**src/design/smask_pkg.sv**
```systemverilog
// ----------------------------------------------------------------------------
// smask_pkg
// Shared types and constants for the stream pattern masker.
// ----------------------------------------------------------------------------
`default_nettype none

package smask_pkg;

    // Pattern storage is fixed by the register map: two 64-bit words.
    localparam int PAT_BYTES = 16;
    localparam int LEN_W     = 5;
    localparam int CFG_IDX_W = 2;
    localparam int CFG_W     = 64;

    localparam logic [7:0] STAR_BYTE = 8'd42;

    // Register indexes on the configuration port
    localparam logic [CFG_IDX_W-1:0] REG_PAT_LOW  = 2'd0;
    localparam logic [CFG_IDX_W-1:0] REG_PAT_HIGH = 2'd1;
    localparam logic [CFG_IDX_W-1:0] REG_PAT_LEN  = 2'd2;

    // Pattern and clamped length as seen by the resolver
    typedef struct packed {
        logic [PAT_BYTES-1:0][7:0] pattern;
        logic [LEN_W-1:0]          length;
    } smask_cfg_t;

endpackage

`default_nettype wire

```
**src/design/smask_cfg.sv**
```systemverilog
// ----------------------------------------------------------------------------
// smask_cfg
// Configuration registers: pattern bytes and pattern length, with the
// length clamped to the supported range.
// ----------------------------------------------------------------------------
`default_nettype none

module smask_cfg #(
    parameter int MAX_PATTERN_LEN = 16
) (
    input  wire logic                                aclk,
    input  wire logic                                aresetn,
    input  wire logic                                cfg_valid,
    output logic                                     cfg_ready,
    input  wire logic [smask_pkg::CFG_IDX_W-1:0]     cfg_index,
    input  wire logic [smask_pkg::CFG_W-1:0]         cfg_data,
    output smask_pkg::smask_cfg_t                    cfg_out
);
    import smask_pkg::*;

    logic [CFG_W-1:0] pat_low_reg;
    logic [CFG_W-1:0] pat_high_reg;
    logic [LEN_W-1:0] len_reg;
    logic [LEN_W-1:0] len_eff;

    // Accept a write request in every cycle
    assign cfg_ready = 1'b1;

    // Write the addressed register; ignore unmapped indexes
    always_ff @(posedge aclk) begin
        if (!aresetn) begin
            pat_low_reg  <= '0;
            pat_high_reg <= '0;
            len_reg      <= LEN_W'(1);
        end else if (cfg_valid) begin
            unique case (cfg_index)
                REG_PAT_LOW:  pat_low_reg  <= cfg_data;
                REG_PAT_HIGH: pat_high_reg <= cfg_data;
                REG_PAT_LEN:  len_reg      <= cfg_data[LEN_W-1:0];
                default: ;
            endcase
        end
    end

    // Clamp length: zero acts as one, oversize acts as the window depth
    always_comb begin
        if (len_reg == '0) begin
            len_eff = LEN_W'(1);
        end else if (len_reg > LEN_W'(MAX_PATTERN_LEN)) begin
            len_eff = LEN_W'(MAX_PATTERN_LEN);
        end else begin
            len_eff = len_reg;
        end
    end

    assign cfg_out.pattern = {pat_high_reg, pat_low_reg};
    assign cfg_out.length  = len_eff;

endmodule

`default_nettype wire

```
**src/design/smask_core.sv**
```systemverilog
// ----------------------------------------------------------------------------
// smask_core
// Window resolver and output register. Unless stalled, each cycle it resolves
// at most one output byte: a pending star, a pattern compare or a flush byte.
// ----------------------------------------------------------------------------
`default_nettype none

module smask_core #(
    parameter int MAX_PATTERN_LEN = 16
) (
    input  wire logic                  aclk,
    input  wire logic                  aresetn,
    input  wire smask_pkg::smask_cfg_t cfg_in,
    input  wire logic                  in_valid,
    input  wire logic [7:0]            in_byte,
    input  wire logic                  in_last,
    output logic                       in_take,
    output logic                       m_valid,
    input  wire logic                  m_ready,
    output logic [7:0]                 m_out_byte,
    output logic                       m_out_masked,
    output logic                       m_out_last
);
    import smask_pkg::*;

    localparam int FILL_W = $clog2(MAX_PATTERN_LEN + 1);
    localparam int IDX_W  = (MAX_PATTERN_LEN > 1) ? $clog2(MAX_PATTERN_LEN) : 1;

    logic [MAX_PATTERN_LEN-1:0][7:0] window_reg, window_next;
    logic [FILL_W-1:0]               fill_reg, fill_next;
    logic [FILL_W-1:0]               star_reg, star_next;
    logic                            flush_reg, flush_next;
    logic                            busy_reg, busy_next;
    logic                            out_valid_reg;
    logic [7:0]                      out_byte_reg;
    logic                            out_masked_reg;
    logic                            out_last_reg;

    logic                            step_en;
    logic                            pending;
    logic                            active;
    logic [MAX_PATTERN_LEN-1:0][7:0] w;
    logic [FILL_W-1:0]               wfill;
    logic                            wflush;
    logic                            hit;
    logic                            emit;
    logic [7:0]                      emit_byte;
    logic                            emit_masked;
    logic                            emit_last;
    logic [LEN_W-1:0]                drop;
    logic [LEN_W-1:0]                len;

    assign len = cfg_in.length;

    // Advance only when the output register is free or being drained
    assign step_en = !out_valid_reg || m_ready;
    assign pending = (star_reg != '0) || flush_reg ||
                     (busy_reg && (LEN_W'(fill_reg) >= len));
    assign in_take = in_valid && !pending && step_en;
    assign active  = in_take || busy_reg;

    // Append the incoming byte to the working window
    always_comb begin
        for (int i = 0; i < MAX_PATTERN_LEN; i++) begin
            if (in_take && (fill_reg[IDX_W-1:0] == IDX_W'(i))) begin
                w[i] = in_byte;
            end else begin
                w[i] = window_reg[i];
            end
        end
        wfill  = in_take ? fill_reg + FILL_W'(1) : fill_reg;
        wflush = in_take ? in_last : flush_reg;
    end

    // Compare the oldest len bytes with the pattern
    always_comb begin
        hit = 1'b1;
        for (int i = 0; i < MAX_PATTERN_LEN; i++) begin
            if ((LEN_W'(i) < len) && (w[i] != cfg_in.pattern[i])) begin
                hit = 1'b0;
            end
        end
    end

    // Pick one output byte: pending star, compare result, or flush byte
    always_comb begin
        emit        = 1'b0;
        emit_byte   = w[0];
        emit_masked = 1'b0;
        drop        = '0;
        star_next   = star_reg;
        if (star_reg != '0) begin
            emit        = 1'b1;
            emit_byte   = STAR_BYTE;
            emit_masked = 1'b1;
            star_next   = star_reg - FILL_W'(1);
        end else if (active && (LEN_W'(wfill) >= len)) begin
            emit = 1'b1;
            if (hit) begin
                emit_byte   = STAR_BYTE;
                emit_masked = 1'b1;
                star_next   = FILL_W'(len - LEN_W'(1));
                drop        = len;
            end else begin
                drop = LEN_W'(1);
            end
        end else if (wflush && (wfill != '0)) begin
            emit = 1'b1;
            drop = LEN_W'(1);
        end
        fill_next  = wfill - FILL_W'(drop);
        emit_last  = emit && wflush && (star_next == '0) && (fill_next == '0);
        flush_next = wflush && emit && !emit_last;
        busy_next  = active && (LEN_W'(fill_next) >= len);
    end

    // Drop resolved bytes from the front of the window
    always_comb begin
        logic [LEN_W:0] src;
        for (int i = 0; i < MAX_PATTERN_LEN; i++) begin
            src = (LEN_W+1)'(i) + {1'b0, drop};
            if (src < (LEN_W+1)'(MAX_PATTERN_LEN)) begin
                window_next[i] = w[src[IDX_W-1:0]];
            end else begin
                window_next[i] = w[i];
            end
        end
    end

    // Hold control state
    always_ff @(posedge aclk) begin
        if (!aresetn) begin
            fill_reg      <= '0;
            star_reg      <= '0;
            flush_reg     <= 1'b0;
            busy_reg      <= 1'b0;
            out_valid_reg <= 1'b0;
        end else if (step_en) begin
            fill_reg      <= fill_next;
            star_reg      <= star_next;
            flush_reg     <= flush_next;
            busy_reg      <= busy_next;
            out_valid_reg <= emit;
        end
    end

    // Hold window and output payload
    always_ff @(posedge aclk) begin
        if (step_en) begin
            window_reg     <= window_next;
            out_byte_reg   <= emit_byte;
            out_masked_reg <= emit_masked;
            out_last_reg   <= emit_last;
        end
    end

    assign m_valid      = out_valid_reg;
    assign m_out_byte   = out_byte_reg;
    assign m_out_masked = out_masked_reg;
    assign m_out_last   = out_last_reg;

    // Window never overfills
    a_fill_bound: assert property (@(posedge aclk) disable iff (!aresetn)
        fill_reg <= FILL_W'(MAX_PATTERN_LEN))
        else $error("window fill beyond depth");

    // Pending stars always follow a star already in the output register
    a_star_out: assert property (@(posedge aclk) disable iff (!aresetn)
        (star_reg != '0) |-> (out_valid_reg && out_masked_reg))
        else $error("stars pending without a star in flight");

    // Masked bytes are always stars
    a_star_byte: assert property (@(posedge aclk) disable iff (!aresetn)
        (out_valid_reg && out_masked_reg) |-> (out_byte_reg == STAR_BYTE))
        else $error("masked byte is not a star");

    // No new byte enters while a match or flush is still draining
    a_take_idle: assert property (@(posedge aclk) disable iff (!aresetn)
        in_take |-> ((star_reg == '0) && !flush_reg))
        else $error("byte taken while resolving");

endmodule

`default_nettype wire

```
**src/design/stream_pattern_masker.sv**
```systemverilog
// ----------------------------------------------------------------------------
// stream_pattern_masker
// Masks every non-overlapping occurrence of a configured byte pattern with
// stars and passes all other bytes through in order.
// ----------------------------------------------------------------------------
// The block takes one byte per cycle and gives one byte per cycle unless the
// output stalls or a match or flush is draining; the single output register
// sets the pace. A byte that resolves at most one output byte leaves the input
// free in the next cycle unless the output stalls. A match of N bytes gives N
// stars while input pauses; the byte marked last flushes the K bytes still
// held. An accepted byte passes the input register and the output register.
// Configuration writes are taken every cycle and must only be issued while no
// stream byte is in flight.
// ----------------------------------------------------------------------------
`default_nettype none

module stream_pattern_masker #(
    parameter int MAX_PATTERN_LEN = 16
) (
    input  wire logic                             aclk,
    input  wire logic                             aresetn,
    input  wire logic                             cfg_valid,
    output logic                                  cfg_ready,
    input  wire logic [smask_pkg::CFG_IDX_W-1:0]  cfg_index,
    input  wire logic [smask_pkg::CFG_W-1:0]      cfg_data,
    input  wire logic                             s_valid,
    output logic                                  s_ready,
    input  wire logic [7:0]                       s_in_byte,
    input  wire logic                             s_in_last,
    output logic                                  m_valid,
    input  wire logic                             m_ready,
    output logic [7:0]                            m_out_byte,
    output logic                                  m_out_masked,
    output logic                                  m_out_last
);
    import smask_pkg::*;

    smask_cfg_t  cfg;
    logic        in_valid_reg;
    logic [7:0]  in_byte_reg;
    logic        in_last_reg;
    logic        in_take;

    smask_cfg #(
        .MAX_PATTERN_LEN (MAX_PATTERN_LEN)
    ) u_cfg (
        .aclk      (aclk),
        .aresetn   (aresetn),
        .cfg_valid (cfg_valid),
        .cfg_ready (cfg_ready),
        .cfg_index (cfg_index),
        .cfg_data  (cfg_data),
        .cfg_out   (cfg)
    );

    // Hold one input request until the resolver takes it
    assign s_ready = !in_valid_reg || in_take;

    always_ff @(posedge aclk) begin
        if (!aresetn) begin
            in_valid_reg <= 1'b0;
        end else if (s_valid && s_ready) begin
            in_valid_reg <= 1'b1;
        end else if (in_take) begin
            in_valid_reg <= 1'b0;
        end
    end

    always_ff @(posedge aclk) begin
        if (s_valid && s_ready) begin
            in_byte_reg <= s_in_byte;
            in_last_reg <= s_in_last;
        end
    end

    smask_core #(
        .MAX_PATTERN_LEN (MAX_PATTERN_LEN)
    ) u_core (
        .aclk         (aclk),
        .aresetn      (aresetn),
        .cfg_in       (cfg),
        .in_valid     (in_valid_reg),
        .in_byte      (in_byte_reg),
        .in_last      (in_last_reg),
        .in_take      (in_take),
        .m_valid      (m_valid),
        .m_ready      (m_ready),
        .m_out_byte   (m_out_byte),
        .m_out_masked (m_out_masked),
        .m_out_last   (m_out_last)
    );

endmodule

`default_nettype wire
```
**config.mk**
```make
export PLATFORM = sky130hd
export DESIGN_NAME = stream_pattern_masker
export DESIGN_NICKNAME = d
export VERILOG_FILES = /design/src/design/smask_pkg.sv /design/src/design/smask_cfg.sv /design/src/design/smask_core.sv /design/src/design/stream_pattern_masker.sv
export SDC_FILE = /design/constraint.sdc
export NUM_CORES = 1
export LEC_CHECK = 0
export BUFFER_PORTS_ARGS = -buffer_cell sky130_fd_sc_hd__buf_4
export CORE_ASPECT_RATIO = 0.6
export CORE_MARGIN = 2
export CORE_UTILIZATION = 35
export DETAILED_ROUTE_END_ITERATION = 10
export SYNTH_ARGS = -nofsm -noshare
export SYNTH_HDL_FRONTEND = slang
export SYNTH_SLANG_ARGS = --single-unit
```
**constraint.sdc**
```tcl
create_clock -name aclk -period 8 [get_ports aclk]
set_clock_uncertainty 0.15 [all_clocks]
set_input_delay 1.2 -clock aclk [delete_from_list [all_inputs] [get_ports aclk]]
set_output_delay 1.2 -clock aclk [all_outputs]
set_load 0.005 [all_outputs]
```
Word-level counts from Yosys, hierarchy flattened
Index checks and enable logic that the tools add are counted.
{ "word_totals": {"reg_bits": 294, "latch_bits": 0, "ram_bits": 0, "mem_bits_ro": 0, "output_inout_bits": 13, "n_memories": 0} }
{ "classes": {"addsub": 19, "mul": 0, "n_div": 0, "order_cmp": 52, "n_eq_ne": 33, "shifts": 0, "n_mux": 100, "n_bitwise": 0, "reduce_logical": 63} }
{ "ops": {"columns": ["op", "count"], "rows": [
  ["binary-select mux 8 bit (select 4 bit)", 16],
  ["2-to-1 mux 8 bit", 50],
  ["inequality test 8 bit", 16],
  ["less-than comparator 6 x 5 -> 1 bit, second input constant", 15],
  ["less-than comparator 4 x 5 -> 1 bit, second input constant", 16],
  ["adder 4 x 5 -> 6 bit, first input constant", 8],
  ["2-to-1 mux 5 bit", 9],
  ["logical AND 1 bit", 43],
  ["less-than comparator 4 x 5 -> 1 bit, first input constant", 8],
  ["== test 4 bit, second input constant", 8],
  ["2-to-1 mux 1 bit", 25],
  ["adder 3 x 5 -> 6 bit, first input constant", 4],
  ["less-than comparator 3 x 5 -> 1 bit, first input constant", 4],
  ["== test 4 x 3 -> 1 bit, second input constant", 4],
  ["greater-or-equal comparator 5 bit", 3],
  ["logical NOT 5 bit", 3],
  ["adder 2 x 5 -> 6 bit, first input constant", 2],
  ["less-than comparator 1 x 5 -> 1 bit, first input constant", 2],
  ["less-than comparator 2 x 5 -> 1 bit, first input constant", 2],
  ["nonzero test 5 bit", 2],
  ["subtractor 5 x 1 -> 5 bit, second input constant", 2],
  ["== test 4 x 2 -> 1 bit, second input constant", 2],
  ["adder 1 x 5 -> 6 bit, first input constant", 1],
  ["AND reduction 2 bit", 3],
  ["other kinds (12)", 19]
]} }

Depth between registers and ports, before layout
Gate-level depths: netlist (run 1).
{ "depth": {"ltp_word": 37, "depth_mapped": 35, "ltp_nobuf": 29} }

Modules after synthesis
A second synthesis (run 1) with hierarchy kept.
{ "hier_totals": {"hier_cells": 2518, "area_unflattened_um2": 25329.3} }
{ "modules_own_cells": {"columns": ["mod", "n_inst", "cells_per_inst", "area_each_um2"], "rows": [
  ["smask_core", 1, 1992, 19874.1],
  ["smask_cfg", 1, 512, 5127.4],
  ["stream_pattern_masker", 1, 14, 327.8]
]} }

Least setup slack after synthesis (run 1)
Ideal clock, no wire load.
{ "synth_path": {"kind": "reg2reg", "from": "register u_cfg.len_reg[3]", "to": "register u_core.window_reg[45] (netlist bit), data pin", "arrival_time_ps": 7382, "required_time_ps": 7562, "slack_ps": 179, "path_stages_with_launch": 34, "path_buffers": 11, "cell_sequence": "dfxtp_1 -> clkbuf_1 -> buf_1 -> nand2_1 -> ha_1 -> and3_1 -> buf_2 -> buf_1 -> a21oi_2 -> and2_1 -> xnor2_1 -> inv_1 -> ha_1 -> a21oi_1 -> nor2b_1 -> o21ai_0 -> nor4_1 -> nand4_1 -> nor3_4 -> nor2_4 -> buf_2 -> buf_2 -> clkbuf_1 -> ha_1 -> clkbuf_1 -> clkbuf_1 -> clkbuf_1 -> clkbuf_1 -> o211ai_1 -> o21ai_0 -> a2bb2oi_1 -> mux2i_1 -> mux2i_1 -> mux2i_1"} }
{ "synth_rtl": {"columns": ["item", "line_no", "source"], "rows": [
  ["start: declaration", "smask_cfg.sv:23", "logic [LEN_W-1:0] len_reg;"],
  ["start signal: assignment", "smask_cfg.sv:39", "REG_PAT_LEN: len_reg <= cfg_data[LEN_W-1:0];"],
  ["end signal: assignment", "smask_core.sv:150", "window_reg <= window_next;"],
  ["end: declaration", "smask_core.sv:29", "logic [MAX_PATTERN_LEN-1:0][7:0] window_reg, window_next;"]
]} }

==> results of run 1 <==
-- cells by family (layout without fill, tap and decap cells) --
| group | Yosys count | after routing | synth area share |
|---|---|---|---|
| mux | 695 | 695 | 0.294 |
| compound gates | 563 | 563 | 0.138 |
| simple gates | 779 | 779 | 0.137 |
| other cells | 1 | 1 | 0.000146 |
| xor+xnor | 243 | 243 | 0.0843 |
| flops | 294 | 294 | 0.286 |
| buf+inv | 261 | 430 | 0.0425 |
| fa+ha+maj | 39 | 39 | 0.0192 |
-- report_power, final --
part | switching, mW | total (mW) | internal [mW]
clock | 0.713 | 1.60 | 0.883
combinational | 5.05 | 7.75 | 2.70
sequential | 0.465 | 2.69 | 2.22
total | 6.22 | 12.0 | 5.81
-- critical path, delay by kind of cell, from the launching register on --
| kind | cells | cell delay [ps] |
|---|---|---|
| fa+ha+maj | 2 | 570 |
| buf+inv | 5 | 1340 |
| mux | 2 | 650 |
| flops | 1 | 350 |
| compound gates | 6 | 1860 |
| simple gates | 9 | 2170 |
-- per-stage QoR --
stage	hold WS, ps	setup slack (ps)	total power [mW]	util	instance area [um2]
final	338	716	12.0	0.408	29900
after global routing	358	363	12.3	0.408	29900
after CTS	340	1020	11.5	0.408	29900
after detailed placement	330	849	9.91	0.394	28800
after global placement	326	1020	9.95	0.394	28800
after floorplan	295	179	6.57	-	25800
-- cell usage in the layout, fill, tap and decap left out, types with 29 or more instances in the layout --
cell,Yosys,final
nor2_1,140,140
clkbuf_16,0,34
buf_4,9,304
mux2_2,46,46
nand2_1,392,392
o211ai_1,38,38
xor2_1,120,120
mux2i_1,605,605
edfxtp_1,147,147
dfxtp_1,147,147
a211oi_1,39,29
nor3_1,69,69
o21ai_0,106,106
ha_1,38,37
xnor2_1,120,115
mux4_2,44,44
a21oi_1,209,209
inv_1,48,48
o22ai_1,42,42
-- area by class of cell --
type / count / share of cell area
tap: 987 / 0.0413
multi-input combinational: 2320 / 0.584
timing repair buffer: 318 / 0.0857
sequential: 294 / 0.246
clock buffer: 42 / 0.0312
inverter: 54 / 0.00711
clock inverter: 16 / 0.00485
-- per-layer routing --
layer | GRT usage | part of all wire
met5 | 0 | 0.00010
met4 | 0.0612 | 0.023
met3 | 0.142 | 0.16
met2 | 0.391 | 0.36
met1 | 0.494 | 0.46
-- worst paths after layout --
path | start | end | slack (ps) | depth (start not counted)
setup / recovery | u_cfg.len_reg[4]$_SDFFE_PN0P_ | u_core.window_reg[107]$_DFFE_PN_ | 720 | 24
hold reg to reg | u_cfg.pat_high_reg[49]$_SDFFE_PN0P_ | u_cfg.pat_high_reg[49]$_SDFFE_PN0P_ | 340 | 2
setup reg to reg | u_cfg.len_reg[4]$_SDFFE_PN0P_ | u_core.window_reg[107]$_DFFE_PN_ | 720 | 24
hold / removal | u_cfg.pat_high_reg[49]$_SDFFE_PN0P_ | u_cfg.pat_high_reg[49]$_SDFFE_PN0P_ | 340 | 2
==> qor.csv, run 1 <==
metric,value,unit
insertion_delay,640,ps
antenna_cells,0,
holdBufCountCts,0,
placed_cells,3973,
post_cts_resized,0,
max-slew-margin-rel,-0.0643,
crit_fanout,18,
drtIter0Drc,3853,
start_util,0.352,
cts-buffers-inserted,31,
first_pass_iters,6,
seq_area_frac_synth,0.286,
ys_ff_latch,294,
antenna_found_initial,4,
wl_per_cell,31.1,um
wl,125000,um
post_cts_buffers,0,
gr-total-overflow,0,
row_count,77,
critPathLaunchType,register,
synth_area_leaders,"mux2i_1, edfxtp_1, dfxtp_1, nand2_1, xnor2_1",
p_leak,11.1,nW
drive_above_1_share,0.173,
multiInputGateArea,17500,um2
die_area,75900,um2
finalNonFillerCells,4031,
synth_area_per_cell,8.96,um2
tns,0,ps
largest_reg_flops,128,
fp.dieW,354,um
status,"complete, but fails checks",
synth_top_area_cell,mux2i_1,
maxSlewViolCount,6,
drc,0,
max-clock-path-buffers,3,
fin_nets,3138,
synthFlopType,edfxtp_1,
synthArstFlopShare,0,
ir_drop,0.218,mV
avgViaCountPerCell,6.19,
worstPathRequired,8310,ps
cp_slowest_cell,a211oi_2,
violations,"max-capacitance violations, max-slew violations",
cts_tree,done,
period_needed,7280,ps
core,73200,um2
synth_cell_types,89,
worst_pin_slew,1550,ps
cp_slowest_stage_delay,740,ps
clock_sinks,294,
area.sequential,7360,um2
grt_max_degree,102,
root_buffer,clkbuf_16,
grt_setup_unrepaired,no,
hold_class,register to register,
grt_pass1_wl,175000,um
synth_common_cells,"mux2i_1, nand2_1, a21oi_1",
cellPowerDensity,402,nW/um2
gp_routability_congestion,1.07,
ioPinCount,93,
postRouteAntennaNets,0,
vias,24900,
dieHeight,214,um
dpl.hpwl,97500,um
arrival,7600,ps
ctsHtreeMaxLevel,1,
maxCapViolations,1,
synth-edff-count,147,
portBuffers,91,
netlist_area,25800,um2
period_share,0.910,
syn2layout_area_growth,16.0,%
end_kind,register,
syn_inst,2875,
finalSetupViolCount,0,
fmax,137,MHz
grt_pass1_vias,22400,
synth_top_area_frac,0.235,
yosysWarningCount,0,
syn-num-nets,2994,
grt.total_usage,0.319,
path_class,register to register,
yosysMostFrequentCell,mux2i_1,
clkTransAtPathRegs,70,ps
path_cells,nor2b_1 -> inv_1 -> ha_1 -> a21oi_1 -> o21ai_2 -> buf_4 -> a211oi_2 -> buf_4 -> o211a_1 -> nor3_1 -> or2_2 -> nand4b_1 -> nor3_4 -> nor2_4 -> ha_4 -> inv_1 -> buf_4 -> mux2_2 -> nor2_1 -> nor3_1 -> o22ai_1 -> mux2i_1 -> or3b_1 -> o221ai_1,
hold_violations,0,
crit_path_frequent_cell,buf_4,
n_fill_cell,7422,
(Power assumes the default switching activity.)
==> inputs of run 2 (changes only) <==
--- a/config.mk
+++ b/config.mk
@@ -10,6 +10,7 @@
 export CORE_MARGIN = 2
 export CORE_UTILIZATION = 35
 export DETAILED_ROUTE_END_ITERATION = 10
+export GPL_TIMING_DRIVEN = 0
 export SYNTH_ARGS = -nofsm -noshare
 export SYNTH_HDL_FRONTEND = slang
 export SYNTH_SLANG_ARGS = --single-unit
==> run 2 against run 1 <==
Net effect:
- the run ends with max-capacitance violations, max-slew violations, negative setup slack left
- hold slack lost 13 ps
- combinational power grew 5.4%
- sequential share of layout area shrank 0.15 points
- global-route usage grew 4.2 points
- wire length grew 14%
- critical path type unchanged
- largest power group unchanged
==> qor.csv, run 2 (synthesis gave the netlist of run 1 again) <==
metric,value,unit,change
ir_drop,0.247,mV,was 0.218 mV
cts-buffers-inserted,30,,was 31
cellPowerDensity,417,nW/um2,was 402 nW/um2
grt_pass1_wl,192000,um,was 175000 um
wl_per_cell,35.1,um,was 31.1 um
drtIter0Drc,4628,,was 3853
final_cell_mix,"mux2i_1, nand2_1, a21oi_1",,"was mux2i_1, nand2_1, buf_4"
path_class,register to register,,unchanged
ioPinCount,93,,unchanged
arrival,8350,ps,was 7600 ps
cp_slowest_stage_delay,540,ps,was 740 ps
cp_slowest_cell,a211oi_2,,unchanged
row_count,77,,unchanged
final_common_cell,mux2i_1,,unchanged
portBuffers,91,,unchanged
largest_reg_flops,128,,unchanged
grt_pass1_vias,23500,,was 22400
max-clock-path-buffers,3,,unchanged
syn2layout_area_growth,16.8,%,was 16.0%
vias,26400,,was 24900
start_util,0.352,,unchanged
max-slew-margin-rel,-0.129,,was -0.0643
antenna_found_initial,5,,was 4
avgViaCountPerCell,6.50,,was 6.19
worstPathRequired,8230,ps,was 8310 ps
clock_sinks,294,,unchanged
violations,"max-capacitance violations, max-slew violations, negative setup slack",,"was max-capacitance violations, max-slew violations"
fp.dieW,354,um,unchanged
insertion_delay,660,ps,was 640 ps
holdBufCountCts,0,,unchanged
maxCapViolations,4,,was 1
gr-total-overflow,0,,unchanged
maxSlewViolCount,21,,was 6
drc,0,,unchanged
first_pass_iters,9,,was 6
end_kind,register,,unchanged
critPathLaunchType,register,,unchanged
die_area,75900,um2,unchanged
core,73200,um2,unchanged
hold_class,register to register,,unchanged
grt.total_usage,0.361,,was 0.319
grt_setup_unrepaired,yes,,was no
crit_path_frequent_cell,clkbuf_4,,was buf_4
hold_violations,0,,unchanged
dpl.hpwl,113000,um,was 97500 um
worst_pin_slew,1650,ps,was 1550 ps
root_buffer,clkbuf_16,,unchanged
gp_routability_congestion,1.14,,was 1.07
wl,143000,um,was 125000 um
period_share,1.02,,was 0.910
grt_max_degree,38,,was 102
setup_slack,-121,ps,was 716 ps
p_leak,10.9,nW,was 11.1 nW
crit_fanout,19,,was 18
fmax,123,MHz,was 137 MHz
fin_hold_ws,324,ps,was 338 ps
fin_nets,3160,,was 3138
postRouteAntennaNets,0,,unchanged
status,"complete, but fails checks",,unchanged
ctsHtreeMaxLevel,1,,unchanged
tns,-646,ps,was 0 ps
dieHeight,214,um,unchanged
cts_tree,done,,unchanged
clkTransAtPathRegs,60,ps,was 70 ps
drive_above_1_share,0.161,,was 0.173
finalSetupViolCount,12,,was 0
period_needed,8120,ps,was 7280 ps
## run 2: changes by cell type in the layout (fill, tap and decap cells not counted), moves of 9 or more
| cell | change |
|---|---|
| buf_2 | +41 |
| o21ai_0 | -9 |
| clkbuf_4 | +17 |
| buf_6 | +13 |
| buf_1 | +18 |
| mux2i_1 | -31 |
| buf_4 | -168 |
| clkbuf_1 | +89 |
| diode_2 | +11 |
| mux2i_2 | +21 |
| mux2i_4 | +10 |
## run 2: critical path, delay by kind of cell, from the launching register on
| kind | cells | cell delay [ps] |
|---|---|---|
| compound gates | 6 | 2010 |
| mux | 1 | 410 |
| buf+inv | 10 | 2660 |
| flops | 1 | 350 |
| fa+ha+maj | 2 | 590 |
| simple gates | 8 | 1630 |
## run 2: final timing paths
path | startpoint | slack [ps] | to | cells after the start
worst max-delay path | u_cfg.len_reg[3]$_SDFFE_PN0P_ | -120 | u_core.window_reg[12]$_DFFE_PN_ | 27
worst min-delay path | u_cfg.pat_low_reg[12]$_SDFFE_PN0P_ | 320 | u_cfg.pat_low_reg[12]$_SDFFE_PN0P_ | 2
worst max register to register | u_cfg.len_reg[3]$_SDFFE_PN0P_ | -120 | u_core.window_reg[12]$_DFFE_PN_ | 27
worst min register to register | u_cfg.pat_low_reg[12]$_SDFFE_PN0P_ | 320 | u_cfg.pat_low_reg[12]$_SDFFE_PN0P_ | 2
## run 2: through the flow
stage	cell area [um2]	std cells	total power, mW	utilization	setup slack [ps]
global placement	27700	3953	9.79	0.378	-5360
global route	30100	4052	12.6	0.411	-29.1
finish	30100	4063	12.5	0.411	-121
floorplan	25800	2875	6.57	-	179
CTS	29600	4031	11.6	0.404	13.8
detailed placement	27900	3964	9.77	0.381	-5130
## run 2: final cells by class
cell class	instances	area [um2]
timing repair buffer	139	1200
multi-input combinational	2320	17800
tap	987	1230
fill	7305	43100
clock buffer	47	1030
inverter	54	213
sequential	294	7360
antenna	11	27.5
clock inverter	9	124
buffer	202	1070
## run 2: power breakdown
| group | switching, mW | total, mW | leakage [nW] | internal (mW) |
|---|---|---|---|---|
| clock network | 0.703 | 1.65 | 0.571 | 0.952 |
| registers | 0.494 | 2.72 | 2.68 | 2.22 |
| logic | 5.61 | 8.17 | 7.65 | 2.56 |
## run 2: timing repair
item	in CTS	in global routing
resized for setup	107	82
gates cloned	0	0
setup buffers	15	21
pin swaps	7	8
endpoints found under the hold margin	0	0
endpoints found under the setup margin	138	108
## run 2: routing by layer
layer | routed length [um] | global-route usage
met4 | 5000 | 0.0966
met3 | 25400 | 0.213
met2 | 50500 | 0.442
met1 | 61900 | 0.516
met5 | 8 | 0
